[src/hdl/iqss_pkg.sv]
// Shared types and codes for the input-queued switch scheduler.
// Used by iqss_front, iqss_engine, iqss_outq and the top level.
// No dependencies.
package iqss_pkg;

    // Command codes
    localparam logic CMD_ENQUEUE = 1'b0;
    localparam logic CMD_SLOT    = 1'b1;

    // Report status codes
    localparam logic [2:0] STAT_ENQUEUED = 3'd0;
    localparam logic [2:0] STAT_DROPPED  = 3'd1;
    localparam logic [2:0] STAT_EMPTY    = 3'd2;
    localparam logic [2:0] STAT_GRANTED  = 3'd3;
    localparam logic [2:0] STAT_BLOCKED  = 3'd4;

    // Classified command handed from the front end to the engine
    typedef struct packed {
        logic       op;
        logic [3:0] in_port;
        logic [3:0] dest_port;
        logic       in_range;   // both port numbers exist in this switch
    } cmd_t;

    // One report transaction
    typedef struct packed {
        logic [2:0] status;
        logic [3:0] port;
        logic [3:0] out_port;
        logic       last;
    } result_t;

endpackage

[src/hdl/iqss_front.sv]
// Front end: accepts command transactions, range-checks the port numbers
// and holds them in a two-entry queue for the engine. Depends on iqss_pkg.
module iqss_front
    import iqss_pkg::*;
#(
    parameter int PORTS = 16
)
(
    input  logic       clk,
    input  logic       rst_n,
    input  logic       push,
    input  logic       command,
    input  logic [3:0] in_port,
    input  logic [3:0] dest_port,
    output logic       full,
    output logic       cmd_valid,
    output cmd_t       cmd,
    input  logic       cmd_ready
);

    cmd_t head_reg;
    cmd_t spare_reg;
    logic head_vld_reg;
    logic spare_vld_reg;
    cmd_t in_cmd;
    logic wr;
    logic rd;

    // Classify the incoming transaction
    always_comb
    begin
        in_cmd.op        = command;
        in_cmd.in_port   = in_port;
        in_cmd.dest_port = dest_port;
        in_cmd.in_range  = (32'(in_port) < PORTS) && (32'(dest_port) < PORTS);
    end

    assign full      = spare_vld_reg;
    assign wr        = push && !spare_vld_reg;
    assign rd        = cmd_ready && head_vld_reg;
    assign cmd_valid = head_vld_reg;
    assign cmd       = head_reg;

    // Two-entry queue: head feeds the engine, spare catches one more
    always_ff @(posedge clk or negedge rst_n)
    begin
        if (!rst_n)
        begin
            head_vld_reg  <= 1'b0;
            spare_vld_reg <= 1'b0;
        end
        else
        begin
            if (rd)
            begin
                if (spare_vld_reg)
                begin
                    head_reg      <= spare_reg;
                    spare_vld_reg <= 1'b0;
                end
                else if (wr)
                begin
                    head_reg <= in_cmd;
                end
                else
                begin
                    head_vld_reg <= 1'b0;
                end
            end
            else if (wr)
            begin
                if (!head_vld_reg)
                begin
                    head_reg     <= in_cmd;
                    head_vld_reg <= 1'b1;
                end
                else
                begin
                    spare_reg     <= in_cmd;
                    spare_vld_reg <= 1'b1;
                end
            end
        end
    end

endmodule

[src/hdl/iqss_engine.sv]
// Back end: executes enqueue and time-slot commands against the per-port
// queue memories and emits report transactions. Depends on iqss_pkg.
module iqss_engine
    import iqss_pkg::*;
#(
    parameter int PORTS       = 16,
    parameter int QUEUE_DEPTH = 16
)
(
    input  logic    clk,
    input  logic    rst_n,
    input  logic    cmd_valid,
    input  cmd_t    cmd,
    output logic    cmd_ready,
    output logic    res_valid,
    output result_t res,
    input  logic    res_ready
);

    localparam int PIW = $clog2(PORTS);
    localparam int HW  = (QUEUE_DEPTH > 1) ? $clog2(QUEUE_DEPTH) : 1;
    localparam int CW  = $clog2(QUEUE_DEPTH + 1);
    localparam int SAW = $clog2(PORTS * QUEUE_DEPTH);
    localparam int RPT = (PORTS < 16) ? PORTS : 16;

    localparam logic [PIW:0]   RPT_L  = (PIW + 1)'(RPT);
    localparam logic [PIW-1:0] LAST_P = PIW'(RPT - 1);
    localparam logic [PIW-1:0] MAX_P  = PIW'(PORTS - 1);
    localparam logic [HW-1:0]  MAX_H  = HW'(QUEUE_DEPTH - 1);
    localparam logic [CW-1:0]  D_C    = CW'(QUEUE_DEPTH);
    localparam logic [CW:0]    D_S    = (CW + 1)'(QUEUE_DEPTH);
    localparam logic [SAW-1:0] QD_A   = SAW'(QUEUE_DEPTH);

    typedef enum logic [2:0] {
        S_IDLE,
        S_ENQ_CHK,
        S_SLOT_RD,
        S_SLOT_CHK,
        S_SLOT_EXEC
    } state_t;

    typedef struct packed {
        logic [HW-1:0] head;
        logic [CW-1:0] count;
    } pstate_t;

    // (a + b) mod QUEUE_DEPTH for a < depth, b <= depth
    function automatic logic [HW-1:0] wrap_add(input logic [HW-1:0] a,
                                               input logic [CW-1:0] b);
        logic [CW:0] s;
        s = (CW + 1)'(a) + (CW + 1)'(b);
        if (s >= D_S)
            s = s - D_S;
        return HW'(s);
    endfunction

    // Base address of one port's queue in the store
    function automatic logic [SAW-1:0] qbase(input logic [PIW-1:0] p);
        return SAW'(SAW'(p) * QD_A);
    endfunction

    state_t         state_reg, state_next;
    cmd_t           cmd_reg, cmd_next;
    logic [PIW-1:0] port_reg, port_next;
    logic [PORTS-1:0] taken_reg, taken_next;
    logic [HW-1:0]  head_reg, head_next;
    logic [CW-1:0]  count_reg, count_next;

    // Port state memory (head, count) with valid bits for reset-to-zero
    pstate_t        ps_mem [PORTS];
    logic [PORTS-1:0] ps_valid_reg;
    pstate_t        ps_rd_reg;
    logic           ps_rd_vld_reg;
    logic           ps_re;
    logic [PIW-1:0] ps_raddr;
    logic           ps_we;
    logic [PIW-1:0] ps_waddr;
    pstate_t        ps_wdata;
    pstate_t        cur_ps;

    // Destination store, one queue of QUEUE_DEPTH entries per port
    logic [3:0]     q_mem [PORTS * QUEUE_DEPTH];
    logic [3:0]     q_rd_reg;
    logic           q_re;
    logic [SAW-1:0] q_raddr;
    logic           q_we;
    logic [SAW-1:0] q_waddr;
    logic [3:0]     q_wdata;

    logic           rpt;
    logic           go;
    logic           enq_ok;
    logic           granted;
    logic [PIW-1:0] di;
    logic [HW-1:0]  new_head;

    assign cur_ps   = ps_rd_vld_reg ? ps_rd_reg : '0;
    assign rpt      = ({1'b0, port_reg} < RPT_L);
    assign go       = !rpt || res_ready;
    assign enq_ok   = cmd_reg.in_range && (cur_ps.count < D_C);
    assign di       = PIW'(q_rd_reg);
    assign granted  = !taken_reg[di];
    assign new_head = (head_reg == MAX_H) ? '0 : head_reg + 1'b1;

    // Sequencer
    always_comb
    begin
        state_next = state_reg;
        cmd_next   = cmd_reg;
        port_next  = port_reg;
        taken_next = taken_reg;
        head_next  = head_reg;
        count_next = count_reg;
        cmd_ready  = 1'b0;
        res_valid  = 1'b0;
        res        = '0;
        ps_re      = 1'b0;
        ps_raddr   = port_reg;
        ps_we      = 1'b0;
        ps_waddr   = port_reg;
        ps_wdata   = cur_ps;
        q_re       = 1'b0;
        q_raddr    = qbase(port_reg) + SAW'(cur_ps.head);
        q_we       = 1'b0;
        q_waddr    = qbase(port_reg) + SAW'(wrap_add(head_reg, count_reg));
        q_wdata    = q_rd_reg;

        case (state_reg)
            S_IDLE:
            begin
                cmd_ready = 1'b1;
                if (cmd_valid)
                begin
                    cmd_next = cmd;
                    if (cmd.op == CMD_ENQUEUE)
                    begin
                        ps_re      = cmd.in_range;
                        ps_raddr   = PIW'(cmd.in_port);
                        state_next = S_ENQ_CHK;
                    end
                    else
                    begin
                        port_next  = '0;
                        taken_next = '0;
                        state_next = S_SLOT_RD;
                    end
                end
            end

            S_ENQ_CHK:
            begin
                res_valid    = 1'b1;
                res.status   = enq_ok ? STAT_ENQUEUED : STAT_DROPPED;
                res.port     = cmd_reg.in_port;
                res.out_port = cmd_reg.dest_port;
                res.last     = 1'b1;
                ps_waddr     = PIW'(cmd_reg.in_port);
                ps_wdata.count = cur_ps.count + 1'b1;
                q_waddr      = qbase(PIW'(cmd_reg.in_port))
                             + SAW'(wrap_add(cur_ps.head, cur_ps.count));
                q_wdata      = cmd_reg.dest_port;
                if (res_ready)
                begin
                    ps_we      = enq_ok;
                    q_we       = enq_ok;
                    state_next = S_IDLE;
                end
            end

            S_SLOT_RD:
            begin
                ps_re      = 1'b1;
                state_next = S_SLOT_CHK;
            end

            S_SLOT_CHK:
            begin
                head_next  = cur_ps.head;
                count_next = cur_ps.count;
                if (cur_ps.count == '0)
                begin
                    res_valid    = rpt;
                    res.status   = STAT_EMPTY;
                    res.port     = 4'(port_reg);
                    res.last     = (port_reg == LAST_P);
                    if (go)
                    begin
                        if (port_reg == MAX_P)
                            state_next = S_IDLE;
                        else
                        begin
                            port_next  = port_reg + 1'b1;
                            state_next = S_SLOT_RD;
                        end
                    end
                end
                else
                begin
                    q_re       = 1'b1;
                    state_next = S_SLOT_EXEC;
                end
            end

            S_SLOT_EXEC:
            begin
                res_valid      = rpt;
                res.status     = granted ? STAT_GRANTED : STAT_BLOCKED;
                res.port       = 4'(port_reg);
                res.out_port   = q_rd_reg;
                res.last       = (port_reg == LAST_P);
                ps_wdata.head  = new_head;
                ps_wdata.count = granted ? count_reg - 1'b1 : count_reg;
                if (go)
                begin
                    ps_we = 1'b1;
                    q_we  = !granted;
                    if (granted)
                        taken_next[di] = 1'b1;
                    if (port_reg == MAX_P)
                        state_next = S_IDLE;
                    else
                    begin
                        port_next  = port_reg + 1'b1;
                        state_next = S_SLOT_RD;
                    end
                end
            end

            default:
            begin
                state_next = S_IDLE;
            end
        endcase
    end

    // Control state and port-state valid bits
    always_ff @(posedge clk or negedge rst_n)
    begin
        if (!rst_n)
        begin
            state_reg     <= S_IDLE;
            port_reg      <= '0;
            taken_reg     <= '0;
            ps_valid_reg  <= '0;
            ps_rd_vld_reg <= 1'b0;
        end
        else
        begin
            state_reg <= state_next;
            port_reg  <= port_next;
            taken_reg <= taken_next;
            if (ps_re)
                ps_rd_vld_reg <= ps_valid_reg[ps_raddr];
            if (ps_we)
                ps_valid_reg[ps_waddr] <= 1'b1;
        end
    end

    // Payload registers
    always_ff @(posedge clk)
    begin
        cmd_reg   <= cmd_next;
        head_reg  <= head_next;
        count_reg <= count_next;
    end

    // Port state memory
    always_ff @(posedge clk)
    begin
        if (ps_we)
            ps_mem[ps_waddr] <= ps_wdata;
        if (ps_re)
            ps_rd_reg <= ps_mem[ps_raddr];
    end

    // Destination store
    always_ff @(posedge clk)
    begin
        if (q_we)
            q_mem[q_waddr] <= q_wdata;
        if (q_re)
            q_rd_reg <= q_mem[q_raddr];
    end

    // A head is only executed for a port that held at least one entry
    a_exec_nonempty: assert property (@(posedge clk) disable iff (!rst_n)
        (state_reg == S_SLOT_EXEC) |-> (count_reg != '0))
        else $error("slot execute on an empty queue");

    // Store writes happen only on an enqueue commit or a blocked head
    a_store_write: assert property (@(posedge clk) disable iff (!rst_n)
        q_we |-> (state_reg == S_ENQ_CHK || state_reg == S_SLOT_EXEC))
        else $error("unexpected store write");

    // Queue occupancy never exceeds its depth
    a_count_bound: assert property (@(posedge clk) disable iff (!rst_n)
        ps_we |-> (ps_wdata.count <= D_C))
        else $error("queue count overflow");

endmodule

[src/hdl/iqss_outq.sv]
// Result queue: two-entry buffer between the engine and the result ports,
// so the engine keeps working while a report waits. Depends on iqss_pkg.
module iqss_outq
    import iqss_pkg::*;
(
    input  logic    clk,
    input  logic    rst_n,
    input  logic    in_valid,
    input  result_t in_res,
    output logic    in_ready,
    output result_t out_res,
    output logic    empty,
    input  logic    pop
);

    result_t head_reg;
    result_t spare_reg;
    logic    head_vld_reg;
    logic    spare_vld_reg;
    logic    wr;
    logic    rd;

    assign in_ready = !spare_vld_reg;
    assign wr       = in_valid && !spare_vld_reg;
    assign rd       = pop && head_vld_reg;
    assign empty    = !head_vld_reg;
    assign out_res  = head_reg;

    // Head is shown on the ports, spare holds the next report
    always_ff @(posedge clk or negedge rst_n)
    begin
        if (!rst_n)
        begin
            head_vld_reg  <= 1'b0;
            spare_vld_reg <= 1'b0;
        end
        else
        begin
            if (rd)
            begin
                if (spare_vld_reg)
                begin
                    head_reg      <= spare_reg;
                    spare_vld_reg <= 1'b0;
                end
                else if (wr)
                begin
                    head_reg <= in_res;
                end
                else
                begin
                    head_vld_reg <= 1'b0;
                end
            end
            else if (wr)
            begin
                if (!head_vld_reg)
                begin
                    head_reg     <= in_res;
                    head_vld_reg <= 1'b1;
                end
                else
                begin
                    spare_reg     <= in_res;
                    spare_vld_reg <= 1'b1;
                end
            end
        end
    end

    // The spare entry is never occupied ahead of the head entry
    a_order: assert property (@(posedge clk) disable iff (!rst_n)
        spare_vld_reg |-> head_vld_reg)
        else $error("result queue order broken");

endmodule

[src/hdl/input_queued_switch_scheduler.sv]
// Enqueue: the engine reads the port state, then commits and hands the report to the report buffer.
// Slot: the engine takes the command, then visits ports 0..PORTS-1 one at a time: an empty port
// gets a port-state read, a non-empty port a port-state read, store read and update. The engine
// handles one command at a time; the front holds two more, and the engine holds a report while
// the two-entry report buffer is full.
// Reset: asynchronous active low; queues read as empty through per-port valid bits, store undefined.
module input_queued_switch_scheduler
    import iqss_pkg::*;
#(
    parameter int PORTS       = 16,
    parameter int QUEUE_DEPTH = 16
)
(
    input  logic       clk,
    input  logic       rst_n,
    input  logic       push,
    output logic       full,
    input  logic       command,
    input  logic [3:0] in_port,
    input  logic [3:0] dest_port,
    output logic       empty,
    input  logic       pop,
    output logic [2:0] status,
    output logic [3:0] port,
    output logic [3:0] out_port,
    output logic       last
);

    logic    cmd_valid;
    cmd_t    cmd;
    logic    cmd_ready;
    logic    res_valid;
    result_t res;
    logic    res_ready;
    result_t out_res;

    // Command intake and classification
    iqss_front #(
        .PORTS (PORTS)
    ) u_front (
        .clk       (clk),
        .rst_n     (rst_n),
        .push      (push),
        .command   (command),
        .in_port   (in_port),
        .dest_port (dest_port),
        .full      (full),
        .cmd_valid (cmd_valid),
        .cmd       (cmd),
        .cmd_ready (cmd_ready)
    );

    // Queue and scheduling engine
    iqss_engine #(
        .PORTS       (PORTS),
        .QUEUE_DEPTH (QUEUE_DEPTH)
    ) u_engine (
        .clk       (clk),
        .rst_n     (rst_n),
        .cmd_valid (cmd_valid),
        .cmd       (cmd),
        .cmd_ready (cmd_ready),
        .res_valid (res_valid),
        .res       (res),
        .res_ready (res_ready)
    );

    // Report buffer
    iqss_outq u_outq (
        .clk      (clk),
        .rst_n    (rst_n),
        .in_valid (res_valid),
        .in_res   (res),
        .in_ready (res_ready),
        .out_res  (out_res),
        .empty    (empty),
        .pop      (pop)
    );

    assign status   = out_res.status;
    assign port     = out_res.port;
    assign out_port = out_res.out_port;
    assign last     = out_res.last;

endmodule
[config.mk]
export PLATFORM = sky130hd
export DESIGN_NAME = input_queued_switch_scheduler
export DESIGN_NICKNAME = d
export VERILOG_FILES = /design/src/hdl/iqss_pkg.sv /design/src/hdl/iqss_front.sv /design/src/hdl/iqss_engine.sv /design/src/hdl/iqss_outq.sv /design/src/hdl/input_queued_switch_scheduler.sv
export SDC_FILE = /design/constraint.sdc
export NUM_CORES = 2
export LEC_CHECK = 0
export BUFFER_PORTS_ARGS = -buffer_cell sky130_fd_sc_hd__buf_2
export CORE_UTILIZATION = 55
export DETAILED_ROUTE_END_ITERATION = 8
export PLACE_DENSITY = 0.71
export SETUP_SLACK_MARGIN = 0.3
export SLEW_MARGIN = 40
export SYNTH_ARGS = -nofsm -noshare
export SYNTH_HDL_FRONTEND = slang
export SYNTH_SLANG_ARGS = --single-unit
[constraint.sdc]
create_clock -name clk -period 8.5 [get_ports clk]
set_input_delay 0.425 -clock clk [delete_from_list [all_inputs] [get_ports clk]]
set_output_delay 0.425 -clock clk [all_outputs]
set_load 0.03 [all_outputs]
==> impl_metrics.tcl <==
set metrics [dict create \
    synthToLayoutAreaGrowth_pct 11.52 \
    drc 0 \
    cap_violations 0 \
    regMostFlops "u_engine.q_mem" \
    grt_max_degree 180 \
    ys_warn_count 0 \
    min_period_ps 4960 \
    gr-usage-all-layers_pct 30.08 \
    slew_violations 0 \
    gp_congestion 0.9094 \
    nFillCells 6537 \
    finalSetupViolations 0 \
    crit_chain "buf_4, nand2_4, inv_8, ha_1, maj3_1, maj3_1, xnor2_1, o22ai_1, nor2_1, nand2_1, buf_4, nor2_1" \
    post_dp_cell_area_sq_um 53940 \
    clk_pin_slew_worst_paths_ps 70 \
    cts_made_buffers 131 \
    dieArea_sq_um 96270 \
    clock.fmax_ghz 0.2016 \
    mostFrequentLayoutCells "edfxtp_1 (1240), nor2_1 (323), nand2_1 (285)" \
    final_area_sq_um 58290 \
    die_x_um 310.3 \
    grt_pass1_vias 30660 \
    path_delay_family "simple AND/OR/NAND/NOR gates" \
    cp-start-kind "register" \
    rsz0062_at_grt "no" \
    syn_inst 3237 \
    avgRoutedWirePerCell_um 30.90 \
    endpoint_kind "register" \
    worstPathMaxFanout 54 \
    cellLeakagePower_nw 18.85 \
    pwr-share-clk_pct 25.0 \
    seqPwrFrac_pct 39.1 \
    slowest_stage "nand2_4" \
    synth_nets 3260 \
    cts.sinks 1284 \
    rrSetupSlack_ps 3540 \
    hp-class "input port to asynchronous set/reset pin" \
    vdd_drop_max_v 0.0003164 \
    grt_pass1_wl_mm 206.9 \
    ios 27 \
    setup_tns_ps 0 \
    ys_types 83 \
    finalCritPeriodShare_pct 58.36 \
    antennaDiodeCount 0 \
    grt_overflow 0 \
    critPathKind "register to register" \
    dp_hpwl_mm 84.47 \
    stdcell_count 4622 \
    synthArstFlopShare_pct 3.427 \
    nets 3292 \
    dr.first_iter.drc_count 4548 \
    largest_reg_flops 1024 \
    status "completed" \
    insertion_delay_ps 740 \
    multi_input_area_sq_um 13170 \
    slowest_delay_ps 550 \
    core-area_sq_um 93750 \
    postRouteAntennaNets 0 \
    pwr-share-comb_pct 35.9 \
    io_buffer_count 26 \
    worst_clock_skew_ps 25.36 \
    internal_power_mw 14.01 \
    initial_core_util_pct 55.75 \
    worst_pin_slew_ps 1000 \
    synth_top_cell_by_area "edfxtp_1" \
    rows 112 \
    vias 31000 \
    register_area_sq_um 38340 \
    synth_edf_count 1240 \
    p_sw_share_pct 37.59 \
    cp.required_ps 8880 \
    p_per_area_nw_per_um2 385.0 \
    relSlewSlack_pct 33.19 \
    cts.path.max_buffers 3 \
    synth.top_cell.area_share_pct 71.24 \
    placed_cells 4377 \
    top_regs "u_engine.q_mem: 1024 flops, u_engine.ps_mem: 144 flops" \
    final_common_cell "edfxtp_1" \
    seq_area_frac_synth_pct 73.35 \
    clockRootBuffer "clkbuf_16" \
    vias_per_cell 6.707 \
    cp.arrival_ps 5340 \
    die_y_um 310.3 \
    drive_gt1_share_pct 17.34 \
    p_switching_mw 8.435 \
    antenna_found_initial 3 \
    ctsResizeCount 0 \
    netlist_top_cells_area "edfxtp_1 (71%), mux4_2 (6.8%), nor2_1 (2.5%), mux2i_1 (2.3%), nand2_1 (2.2%)" \
    cts-htree-levels 4 \
    synth.avg_cell_area_sq_um 16.15 \
    ys_ff_latch 1284 \
    synth_area_sq_um 52270 \
    synth_ff_type "edfxtp_1" \
    drt_first_pass_iters 6 \
    cp_num_buf_inv 3 \
    cts_tree "yes" \
    routed_wl_mm 142.8 \
    finalHoldViolCount 0 \
]
cell usage after synthesis, types with 10 or more instances:
cell type / instances
a2111oi_0: 13
a211oi_1: 27
a21oi_1: 67
a221oi_1: 16
a22oi_1: 12
a311oi_1: 10
a31oi_1: 32
and2_1: 10
and3_1: 27
buf_1: 15
buf_2: 60
buf_4: 15
clkbuf_1: 115
dfrtp_1: 44
edfxtp_1: 1240
inv_1: 22
mux2_2: 54
mux2i_1: 120
mux4_2: 157
nand2_1: 301
nand2b_1: 23
nand3_1: 52
nand3b_1: 11
nand4_1: 14
nor2_1: 345
nor2b_1: 13
nor3_1: 19
o2111ai_1: 10
o211ai_1: 34
o21ai_0: 96
o221ai_1: 37
o22a_1: 16
o22ai_1: 42
or2_2: 18
xnor2_1: 12
tightest hold or removal path, delay by kind of cell:
family / cells / cell delay [ps]
buffers and inverters: 3 / 1110
routing by layer:
metal  vias up  track usage (%)  share of wire (%)
li1      12780                -                  -
met1     15760            40.46                 36
met2      2061            46.44                 47
met3       394            7.138                 11
met4         4            14.76                5.2
met5         -                0              0.015
cell families after synthesis:
logic type | after synthesis | share of synthesized area [%]
flip-flops | 1284 | 73.35
AND/OR/NAND/NOR | 865 | 7.206
AO/OA/AOI/OAI | 489 | 6.490
multiplexers | 334 | 10.38
buffers and inverters | 237 | 2.018
XOR/XNOR | 16 | 0.2681
adder cells (fa/ha/maj) | 12 | 0.2921
path summary, 6_finish.rpt:
path / start / endpoint / cells past startpoint
worst max-delay path: u_engine.ps_rd_reg[5]$_DFFE_PP_ / u_engine.q_mem[224][3]$_DFFE_PP_ / 12
worst min register to register: u_front.cmd[4]$_DFFE_PP_ / u_engine.cmd_reg[4]$_DFFE_PP_ / 0
worst max register to register: u_engine.ps_rd_reg[5]$_DFFE_PP_ / u_engine.q_mem[224][3]$_DFFE_PP_ / 12
min in group clk: dest_port[0] / u_front.spare_reg[1]$_DFFE_PP_ / 2
worst min-delay path: rst_n / u_engine.ps_rd_vld_reg$_DFFE_PN0P_ / 3
max in group asynchronous: rst_n / u_engine.port_reg[0]$_DFFE_PN0P_ / 3
per-stage QoR:
step,util (%),setup WS [ps],hold slack [ps],total power [mW]
floorplan,-,3081,129.4,13.68
global placement,57.24,3466,410.5,16.40
detailed placement,57.53,3670,406.3,16.71
CTS,62.10,3638,328.6,22.26
global route,62.17,3394,388.6,23.02
finish,62.17,3540,329.8,22.44
power groups by stage:
stage	Clock (mW)	Sequential [mW]	Combinational [mW]
floorplan	0	9.13	4.54
global placement	0	8.90	7.50
detailed placement	0	8.89	7.82
CTS	5.63	8.76	7.87
global route	5.86	8.79	8.37
finish	5.61	8.77	8.06
layout make-up:
cell class / instances / share of cell area, %
tap: 1254 / 2.692
timing repair buffer: 109 / 1.603
inverter: 27 / 0.1953
clock inverter: 62 / 0.9831
multi-input combinational: 1716 / 22.59
sequential: 1284 / 65.78
clock buffer: 170 / 6.161
timing repair:
action / CTS / global route
hold buffers: 12 / 0
hold endpoints to repair: 64 / 0
buffers inserted: 0 / 0
Power figures use the tool's default switching activity.
